--- src/tfp_pkg.sv ---
`default_nettype none
package tfp_pkg;

  localparam int unsigned MAX_FRAME_BYTES_DEF = 255;
  localparam int unsigned MIN_LEN             = 31;
  localparam int unsigned FULL_LEN            = 50;
  localparam int unsigned OQ_DEPTH            = 4;
  localparam logic [15:0] CRC_INIT            = 16'hFFFF;
  localparam logic [15:0] CRC_POLY            = 16'h1021;

  typedef enum logic [1:0] {
    ST_OK    = 2'd0,
    ST_PARSE = 2'd1,
    ST_CRC   = 2'd2
  } status_t;

  typedef struct packed {
    logic [4:0]  field_id;
    logic [31:0] field_value;
    logic        is_status;
    status_t     frame_status;
    logic        has_previous;
    logic        run_last;
  } result_t;

  typedef struct packed {
    logic    en0;
    logic    en1;
    result_t r0;
    result_t r1;
  } push_t;

  function automatic logic [15:0] crc_byte(input logic [15:0] crc_in, input logic [7:0] b);
    logic [15:0] c;
    c = crc_in ^ {b, 8'h00};
    for (int i = 0; i < 8; i++) begin
      if (c[15]) begin
        c = {c[14:0], 1'b0} ^ CRC_POLY;
      end else begin
        c = {c[14:0], 1'b0};
      end
    end
    return c;
  endfunction

  function automatic logic [4:0] pos_field(input logic [5:0] p);
    logic [4:0] id;
    if      (p <= 6'd0)  id = 5'd0;
    else if (p <= 6'd1)  id = 5'd1;
    else if (p <= 6'd5)  id = 5'd2;
    else if (p <= 6'd6)  id = 5'd3;
    else if (p <= 6'd7)  id = 5'd4;
    else if (p <= 6'd8)  id = 5'd5;
    else if (p <= 6'd9)  id = 5'd6;
    else if (p <= 6'd11) id = 5'd7;
    else if (p <= 6'd12) id = 5'd8;
    else if (p <= 6'd13) id = 5'd9;
    else if (p <= 6'd15) id = 5'd10;
    else if (p <= 6'd17) id = 5'd11;
    else if (p <= 6'd19) id = 5'd12;
    else if (p <= 6'd23) id = 5'd13;
    else if (p <= 6'd25) id = 5'd14;
    else if (p <= 6'd26) id = 5'd15;
    else if (p <= 6'd27) id = 5'd16;
    else if (p <= 6'd28) id = 5'd17;
    else if (p <= 6'd32) id = 5'd18;
    else if (p <= 6'd34) id = 5'd19;
    else if (p <= 6'd36) id = 5'd20;
    else if (p <= 6'd38) id = 5'd21;
    else if (p <= 6'd42) id = 5'd22;
    else if (p <= 6'd44) id = 5'd23;
    else if (p <= 6'd45) id = 5'd24;
    else if (p <= 6'd46) id = 5'd25;
    else                 id = 5'd26;
    return id;
  endfunction

  function automatic logic pos_last(input logic [5:0] p);
    logic l;
    case (p)
      6'd0, 6'd1, 6'd5, 6'd6, 6'd7, 6'd8, 6'd9, 6'd11, 6'd12, 6'd13,
      6'd15, 6'd17, 6'd19, 6'd23, 6'd25, 6'd26, 6'd27, 6'd28,
      6'd32, 6'd34, 6'd36, 6'd38, 6'd42, 6'd44, 6'd45, 6'd46, 6'd47: l = 1'b1;
      default: l = 1'b0;
    endcase
    return l;
  endfunction

  function automatic logic [4:0] field_shift(input logic [4:0] id);
    logic [4:0] sh;
    case (id)
      5'd2, 5'd13, 5'd18, 5'd22: sh = 5'd0;
      5'd7, 5'd10, 5'd11, 5'd12, 5'd14, 5'd19, 5'd20, 5'd21, 5'd23: sh = 5'd16;
      default: sh = 5'd24;
    endcase
    return sh;
  endfunction

endpackage
`default_nettype wire

--- src/tfp_core.sv ---
`default_nettype none
module tfp_core #(
  parameter int unsigned MAX_FRAME_BYTES = tfp_pkg::MAX_FRAME_BYTES_DEF
) (
  input  wire logic          clk,
  input  wire logic          rst,
  input  wire logic          s_valid,
  output logic               s_ready,
  input  wire logic [7:0]    s_byte,
  input  wire logic          s_eof,
  input  wire logic          room,
  output tfp_pkg::push_t     push
);
  import tfp_pkg::*;

  localparam int unsigned CW = $clog2(MAX_FRAME_BYTES + 1);

  logic          in_valid;
  logic [7:0]    in_byte;
  logic          in_eof;
  logic          consume;

  logic [15:0]   crc;
  logic [CW-1:0] count;
  logic [7:0]    held0;
  logic [7:0]    held1;
  logic [31:0]   accum;

  logic          has_commit;
  logic          in_payload;
  logic [CW-1:0] p_full;
  logic [5:0]    p;
  logic [4:0]    fid;
  logic          field_fire;
  logic [15:0]   crc_next;
  logic [31:0]   accum_next;
  logic [CW-1:0] count_next;
  logic [15:0]   incoming;
  status_t       status;
  result_t       field_res;
  result_t       status_res;

  assign consume = in_valid && room;
  assign s_ready = !in_valid || room;

  always_ff @(posedge clk) begin
    if (rst) begin
      in_valid <= 1'b0;
    end else if (s_valid && s_ready) begin
      in_valid <= 1'b1;
    end else if (consume) begin
      in_valid <= 1'b0;
    end
    if (s_valid && s_ready) begin
      in_byte <= s_byte;
      in_eof  <= s_eof;
    end
  end

  always_comb begin
    has_commit = count >= CW'(2);
    in_payload = has_commit && (count < CW'(FULL_LEN));
    p_full     = count - CW'(2);
    p          = p_full[5:0];
    fid        = pos_field(p);
    field_fire = in_payload && pos_last(p);
    crc_next   = has_commit ? crc_byte(crc, held0) : crc;
    accum_next = in_payload ? {held0, accum[31:8]} : accum;
    count_next = (count < CW'(MAX_FRAME_BYTES)) ? count + CW'(1) : count;
    incoming   = {in_byte, held1};

    if (count_next < CW'(MIN_LEN)) begin
      status = ST_PARSE;
    end else if (incoming != crc_next) begin
      status = ST_CRC;
    end else if ((count_next > CW'(MIN_LEN)) && (count_next < CW'(FULL_LEN))) begin
      status = ST_PARSE;
    end else begin
      status = ST_OK;
    end

    field_res.field_id     = fid;
    field_res.field_value  = accum_next >> field_shift(fid);
    field_res.is_status    = 1'b0;
    field_res.frame_status = ST_OK;
    field_res.has_previous = 1'b0;
    field_res.run_last     = !in_eof;

    status_res.field_id     = 5'd0;
    status_res.field_value  = 32'd0;
    status_res.is_status    = 1'b1;
    status_res.frame_status = status;
    status_res.has_previous = count_next > CW'(MIN_LEN);
    status_res.run_last     = 1'b1;

    push.en0 = consume && (field_fire || in_eof);
    push.en1 = consume && field_fire && in_eof;
    push.r0  = field_fire ? field_res : status_res;
    push.r1  = status_res;
  end

  always_ff @(posedge clk) begin
    if (rst) begin
      crc   <= CRC_INIT;
      count <= '0;
      held0 <= 8'd0;
      held1 <= 8'd0;
      accum <= 32'd0;
    end else if (consume) begin
      if (in_eof) begin
        crc   <= CRC_INIT;
        count <= '0;
        held0 <= 8'd0;
        held1 <= 8'd0;
        accum <= 32'd0;
      end else begin
        crc   <= crc_next;
        count <= count_next;
        held0 <= held1;
        held1 <= in_byte;
        accum <= accum_next;
      end
    end
  end

endmodule
`default_nettype wire

--- src/tfp_outq.sv ---
`default_nettype none
module tfp_outq (
  input  wire logic           clk,
  input  wire logic           rst,
  input  wire tfp_pkg::push_t push,
  output logic                room,
  output logic                valid,
  input  wire logic           ready,
  output tfp_pkg::result_t    head
);
  import tfp_pkg::*;

  localparam int unsigned AW = $clog2(OQ_DEPTH);
  localparam int unsigned NW = $clog2(OQ_DEPTH + 1);

  result_t       mem [OQ_DEPTH];
  logic [AW-1:0] wr_ptr;
  logic [AW-1:0] rd_ptr;
  logic [NW-1:0] count;
  logic [NW-1:0] count_next;
  logic [AW-1:0] wr_ptr_next;
  logic          pop;

  assign valid = count != '0;
  assign pop   = valid && ready;
  assign room  = count <= NW'(OQ_DEPTH - 2);
  assign head  = mem[rd_ptr];

  always_comb begin
    count_next  = count + NW'(push.en0) + NW'(push.en1) - NW'(pop);
    wr_ptr_next = wr_ptr + AW'(push.en0) + AW'(push.en1);
  end

  always_ff @(posedge clk) begin
    if (push.en0) begin
      mem[wr_ptr] <= push.r0;
    end
    if (push.en1) begin
      mem[wr_ptr + AW'(1)] <= push.r1;
    end
  end

  always_ff @(posedge clk) begin
    if (rst) begin
      wr_ptr <= '0;
      rd_ptr <= '0;
      count  <= '0;
    end else begin
      wr_ptr <= wr_ptr_next;
      count  <= count_next;
      if (pop) begin
        rd_ptr <= rd_ptr + AW'(1);
      end
    end
  end

endmodule
`default_nettype wire

--- src/telemetry_frame_parser_crc_check_unit.sv ---
// Channel | Direction | tdata (low bit first)                          | tuser     | tlast
// s_      | in        | byte_in[7:0]                                   | -         | end_of_frame
// m_      | out       | field_id[4:0] field_value[36:5]                | is_status | run_last
//         |           | frame_status[38:37] has_previous[39]           |           |
// One byte per unstalled cycle: the input register feeds one pass of CRC and field logic.
// A byte gives no beat, one field beat, one status beat, or both at frame end.
// Results pass through a four-entry output queue; input stalls when fewer
// than two entries are free.
// rst is synchronous: frame state returns to CRC 0xFFFF and count zero.
`default_nettype none
module telemetry_frame_parser_crc_check_unit #(
  parameter int unsigned MAX_FRAME_BYTES = tfp_pkg::MAX_FRAME_BYTES_DEF
) (
  input  wire logic        clk,
  input  wire logic        rst,
  input  wire logic        s_tvalid,
  output logic             s_tready,
  input  wire logic [7:0]  s_tdata,  // byte_in
  input  wire logic        s_tlast,
  output logic             m_tvalid,
  input  wire logic        m_tready,
  output logic [39:0]      m_tdata,  // field_id, field_value, frame_status, has_previous
  output logic             m_tuser,  // is_status
  output logic             m_tlast
);
  import tfp_pkg::*;

  push_t   push;
  logic    room;
  result_t head;

  tfp_core #(
    .MAX_FRAME_BYTES(MAX_FRAME_BYTES)
  ) u_core (
    .clk    (clk),
    .rst    (rst),
    .s_valid(s_tvalid),
    .s_ready(s_tready),
    .s_byte (s_tdata),
    .s_eof  (s_tlast),
    .room   (room),
    .push   (push)
  );

  tfp_outq u_outq (
    .clk  (clk),
    .rst  (rst),
    .push (push),
    .room (room),
    .valid(m_tvalid),
    .ready(m_tready),
    .head (head)
  );

  assign m_tdata = {head.has_previous, head.frame_status, head.field_value, head.field_id};
  assign m_tuser = head.is_status;
  assign m_tlast = head.run_last;

endmodule
`default_nettype wire

--- config.mk ---
export PLATFORM = sky130hd
export DESIGN_NAME = telemetry_frame_parser_crc_check_unit
export DESIGN_NICKNAME = d
export VERILOG_FILES = /design/src/tfp_pkg.sv /design/src/tfp_core.sv /design/src/tfp_outq.sv /design/src/telemetry_frame_parser_crc_check_unit.sv
export SDC_FILE = /design/constraint.sdc
export NUM_CORES = 1
export LEC_CHECK = 0
export ABC_AREA = 0
export BUFFER_PORTS_ARGS = -buffer_cell sky130_fd_sc_hd__buf_2
export CAP_MARGIN = 20
export CORE_MARGIN = 1
export CORE_UTILIZATION = 56
export DETAILED_ROUTE_END_ITERATION = 12
export HOLD_SLACK_MARGIN = 0.05
export PLACE_DENSITY = 0.8
export SETUP_SLACK_MARGIN = 0.15
export SLEW_MARGIN = 25
export SYNTH_ARGS = -nofsm -noshare
export SYNTH_HDL_FRONTEND = slang
export SYNTH_SLANG_ARGS = --single-unit
--- constraint.sdc ---
create_clock -name clk -period 4.7 [get_ports clk]
set_clock_uncertainty 0.2 [all_clocks]
set_input_delay 0.235 -clock clk [delete_from_list [all_inputs] [get_ports clk]]
set_output_delay 0.235 -clock clk [all_outputs]
set_load 0.01 [all_outputs]
Yosys cells after proc, flatten, opt, wreduce, memory -nomap -nowiden
Memories as Yosys holds them, arrays and structs flattened. A register that Yosys moved wholly into a read port is not among the register bits.
Cells that the tools add are included.
- mux-type cells: 54
- add/subtract/negate cells: 9
- equal/unequal tests: 1
- bitwise logic cells: 9
- magnitude comparators: 33
- reductions and logical operators: 15
- shift operators: 1
- operators with widths (kind ; count):
    two-way mux 5 bit ; 25
    two-way mux 13 bit ; 8
    two-way mux 32 bit ; 2
    <= comparator 6 bit (second input constant) ; 8
    <= comparator 6 x 5 -> 1 bit (second input constant) ; 7
    two-way mux 42 bit ; 1
    <= comparator 6 x 4 -> 1 bit (second input constant) ; 6
    two-way mux 16 bit ; 2
    two-way mux 8 bit ; 4
    right shift 32 x 5 -> 32 bit ; 1
    NOT 3 bit ; 8
    <= comparator 6 x 3 -> 1 bit (second input constant) ; 3
    < comparator 8 x 6 -> 1 bit (second input constant) ; 2
    != test 16 bit ; 1
    XOR 16 bit ; 1
    <= comparator 6 x 1 -> 1 bit (second input constant) ; 2
    two-way mux 2 bit ; 5
    logical AND 1 bit ; 9
    adder 8 x 1 -> 8 bit (second input constant) ; 1
    greater-or-equal comparator 8 x 2 -> 1 bit (second input constant) ; 1
    greater-than comparator 8 x 5 -> 1 bit (second input constant) ; 1
    < comparator 8 x 5 -> 1 bit (second input constant) ; 1
    < comparator 8 bit (second input constant) ; 1
    two-way mux 1 bit ; 7
    10 further kinds ; 15
- memories kept: 3
- register bits after elaboration: 89
- bits in read-only memories: 128
- output and inout bits: 44
- memory bits (writable): 168
- memory list (memory ; words ; bits a word ; read ports ; clocked after Yosys merged registers in ; write ports ; line ; RTL):
    u_outq.mem ; 4 ; 42 ; 1 ; 1 ; 2 ; tfp_outq.sv:16 ; result_t mem [OQ_DEPTH];
    (name not given) ; 64 ; 1 ; 1 ; 0 ; 0 ; tfp_pkg.sv:80 ; case (p)
    (name not given) ; 32 ; 2 ; 1 ; 0 ; 0 ; tfp_pkg.sv:91 ; case (id)

Logic depth before layout (Yosys ltp)
An unclocked memory read counts as a cell.
- depth after elaboration: 31
- gate-level depth with buffers: 21
- depth with buffers taken out: 16

By module
A second synthesis with hierarchy kept.
- cell total of the unflattened synthesis: 1176
- area, all modules: 14203.6 um^2
- by module, submodules not included (module ; cells an instance ; instances ; area each (um^2)):
    tfp_outq ; 454 ; 1 ; 8526.9
    tfp_core ; 722 ; 1 ; 5676.7

Worst setup path after synthesis
Ideal clock, no wire load.
- kind: register to register
- from: reg u_core.count[1]
- to: reg u_outq.count[2]
- clock period less this slack: 4469 ps
- library setup time: 128 ps
- path slack: 231 ps
- stages on the path, launching flop included: 21
- required time: 4372 ps
- arrival time: 4141 ps
- path through: dfxtp_1 buf_2 clkbuf_1 inv_1 ha_1 buf_2 xnor2_1 mux2i_1 mux2i_1 o211ai_1 a21oi_1 buf_2 nor2_1 nor2_1 inv_1 ha_1 inv_1 fa_1 fa_1 xor2_1 nor2_1
- word-level cells in the longest chain between the ends: 8
- elaborated cells between the ends (all ways): 13
- classes of those cells: add/sub (4); order compare (2); reduce/logical (6); memory (1)
- ends and longest elaborated chain (what ; line ; RTL):
    from (decl) ; tfp_core.sv:24 ; logic [CW-1:0] count;
    from (signal assigned) ; tfp_core.sv:118 ; count <= count_next;
    subtractor 6 x 2 -> 6 bit, or another cell as far along ; tfp_core.sv:63 ; p_full = count - CW'(2);
    memory read (64 x 1 bit) or logical AND 1 bit (tied branches) ; - ;
    logical AND 1 bit (*) ; tfp_core.sv:66 ; field_fire = in_payload && pos_last(p);
    logical OR 1 bit ; tfp_core.sv:96 ; push.en0 = consume && (field_fire || in_eof);
    logical AND 1 bit ; tfp_core.sv:96 ;
    adder 3 x 1 -> 3 bit ; tfp_outq.sv:30 ; count_next = count + NW'(push.en0) + NW'(push.en1) - NW'(pop);
    adder 3 x 1 -> 3 bit (*) ; tfp_outq.sv:30 ;
    subtractor 3 x 1 -> 3 bit (*) ; tfp_outq.sv:30 ;
    to (signal assigned) ; tfp_outq.sv:50 ; count <= count_next;
    to (decl) ; tfp_outq.sv:19 ; logic [NW-1:0] count;
Every way passes the cells marked *; elsewhere a longest branch is shown, timed or not.
A chain may end at the register's enable or synchronous reset.

==> out/results.ini <==
[final_layout]
fin_area_um2=13900
layout.nets=1329
postLayoutCoreUtil_pct=63.8
drive_above_1_share_pct=16.0
diodes=0
fillers=1693
syn_to_final_growth_pct=11.4

[logic_synthesis]
syn_inst=1282
synth_seq_area_share_pct=43.2
async_flop_share_pct=0
ys_types=84
syn_avg_cell_area_um2=9.75
synth-seq-cells=259
syn_area_um2=12500
ys.flop_type=dfxtp_1
synth_edf_count=21
synth_nets=1310
ys_warn_count=0

[clock_network]
htreeDepth=1
cts_sinks=259
path_clk_slew_ps=60
post_cts_buffers=0
clockRootBuffer=clkbuf_16
clk_latency_ps=550
clock_path_buffers=3
cts_inserted_buffers=27
tritoncts=built

[timing]
maxSlewViolCount=0
rsz0062_at_grt=no
final_hold_viol_count=0
final.setup.tns_ps=0
relSlewSlack_pct=34.0
period_share_pct=89.9
fmax_ghz=0.237
setup_violations=0
period_needed_ps=4220
worstMarginPinSlew_ps=989

[critical_path]
required_ps=4920
timing.rr.end=u_outq.mem[3][5]
critPathMaxFanout=49
critPathKind=reg -> reg
cp-start-kind=flip-flop
reg2regPathDepth=11
ff2ff_setup_slack_ps=480
rr_startpoint=u_core.count[3]
end_kind=flip-flop
worstPathArrival_ps=4450

[floorplan]
die_w_um=151
ios=57
core_um2=21800
die_area_um2=22900
die_h_um=151
initial_core_util_pct=57.3
rows=54

[job]
drv_cap=0

[placed_design]
hpwl_mm=20.9
place_area_um2=13000
port_buffers=56
gp_congestion=0.922

[routing]
postRouteWirelength_mm=32.1
vias=10200
first_iter_violations=888
ant_nets=0
wire_per_inst_um=20.1
firstDrtPassIters=8
viasPerCell=6.41
drc=0

[global_routing]
grt_max_degree=82
grt-ovfl-total=0
grt_pass1_vias=9625
antenna_found_initial=0
grt_pass1_wl_mm=50.5
grt.total_usage_pct=27.9

[status]
outcome=finished clean

[min_path]
holdPathStages=3
worstHoldStart=rst
holdPathEnd=u_core.accum[22]
min_path_type=in -> reg

[power_and_ir_drop]
leakagePower_nw=5.17
finalPower_mw=5.08
ir_worst_vdd_mv=0.301
p_per_area_nw_per_um2=365

stage by stage:
stage	setup WS (ps)	hold slack, ps	cells
floorplan	231	134	1282
global placement	593	212	1541
detailed placement	552	213	1541
CTS	529	145	1596
global route	223	194	1596
finish	476	174	1596
cells in the final DEF, fill, tap and decap left out, types with 11 or more instances in the layout:
cell / n
a21oi_1: 53
a22o_1: 96
a22oi_1: 32
and3_1: 22
buf_2: 56
buf_4: 32
clkbuf_16: 27
dfxtp_1: 236
dlygate4sd3_1: 11
edfxtp_1: 21
ha_1: 12
inv_1: 23
mux2i_1: 36
mux4_2: 42
nand2_1: 127
nand2b_1: 28
nand3_1: 14
nand3b_1: 17
nand4_1: 14
nor2_1: 103
nor3_1: 19
o21ai_0: 29
o21ai_1: 37
o22ai_1: 18
xnor2_1: 33
xor2_1: 20
Yosys cell counts (3+ instances only):
cell / count / area share (%)
dfxtp_1: 238 / 38
nand2_1: 127 / 3.8
nor2_1: 104 / 3.1
a22o_1: 96 / 6.7
clkbuf_1: 69 / 2.1
a21oi_1: 53 / 2.1
mux4_2: 42 / 7.6
o21ai_1: 38 / 1.5
mux2i_1: 36 / 2.9
xnor2_1: 33 / 2.3
a22oi_1: 32 / 1.9
o21ai_0: 30 / 1.2
nand2b_1: 28 / 1.4
buf_1: 24 / 0.72
inv_1: 23 / 0.69
and3_1: 22 / 1.1
edfxtp_1: 21 / 5.0
nor3_1: 20 / 0.80
xor2_1: 20 / 1.4
o22ai_1: 18 / 0.90
nand3b_1: 17 / 1.0
buf_2: 15 / 0.60
nand3_1: 14 / 0.56
nand4_1: 14 / 0.70
ha_1: 12 / 1.2
a32o_1: 9 / 0.72
and2_1: 9 / 0.45
nor2_2: 8 / 0.40
nor2b_1: 8 / 0.40
o211ai_1: 7 / 0.42
o41ai_4: 6 / 1.3
or3_1: 6 / 0.30
a211oi_1: 5 / 0.30
a31oi_1: 5 / 0.25
o31ai_1: 5 / 0.30
fa_1: 3 / 0.48
nor4_1: 3 / 0.15
o2111ai_1: 3 / 0.21
cell families (layout without fill, tap and decap cells):
kind of cell	Yosys count	count (layout)	synth area share, %
compound gates	347	347	21.1
mux	79	79	10.5
simple gates	395	395	15.4
xor+xnor	54	54	3.84
flops	259	259	43.2
buf+inv	133	167	4.33
fa+ha+maj	15	15	1.68
routing by layer:
layer  global-route usage [%]  up-vias  wire [um]
met5                        0        -          0
met4                     8.80        0        848
met3                     5.33       74       2530
met2                     45.1      438      14900
met1                     37.6     5002      13800
li1                         -     4724          -
power by group:
part | internal (mW) | leakage, nW | switching [mW]
sequential | 2.29 | 2.11 | 0.0663
combinational | 0.267 | 2.64 | 0.414
clock | 1.18 | 0.413 | 0.862
state kept, by name (all words and copies together), names as in the netlist, 3 cells and up, named ones only:
signal and cells:
u_outq.mem 168, u_core.accum 32, u_core.crc 16, u_core.count 8, u_core.held0 8, u_core.held1 8, u_core.in_byte 8, u_outq.count 3
area by class of cell:
type	count	area (um^2)	share of cell area, %
multi-input cells	890	6590	47.4
flip-flops and latches	259	5400	38.8
clock buffers	40	806	5.79
repair buffers	100	651	4.67
well taps	280	350	2.52
inverters	23	86.3	0.620
clock inverters	4	40.0	0.288
worst max-delay path by stage:
| stage | from | to | slack (ps) | cells past startpoint |
|---|---|---|---|---|
| 4_1_cts | u_core.count[3] | u_outq.mem[3][5] | 530 | 11 |
| 3_3_place_gp | u_core.count[3] | u_outq.mem[0][7] | 590 | 11 |
| 3_5_place_dp | u_core.count[3] | u_outq.mem[3][5] | 550 | 11 |
| 2_1_floorplan | u_core.count[1] | u_outq.count[2] | 230 | 20 |
| 6_report | u_core.count[3] | u_outq.mem[3][5] | 480 | 11 |
| 5_1_grt | u_core.count[3] | u_outq.mem[3][5] | 220 | 11 |
critical path, stage by stage, from the launching register on:
cell and delay (ps):
dfxtp_1 890, xor2_2 300, or3_1 460, or2_0 240
a221o_1 300, a221o_1 360, a211oi_2 270, a21oi_4 60
buf_12 180, and3_1 210, o41ai_2 460, o21ai_1 150
timing repair:
action / in CTS / in global routing
hold endpoints to repair: 21 / 0
resized for setup: 0 / 0
hold buffers: 11 / 0
Power figures use the tool's default switching activity.
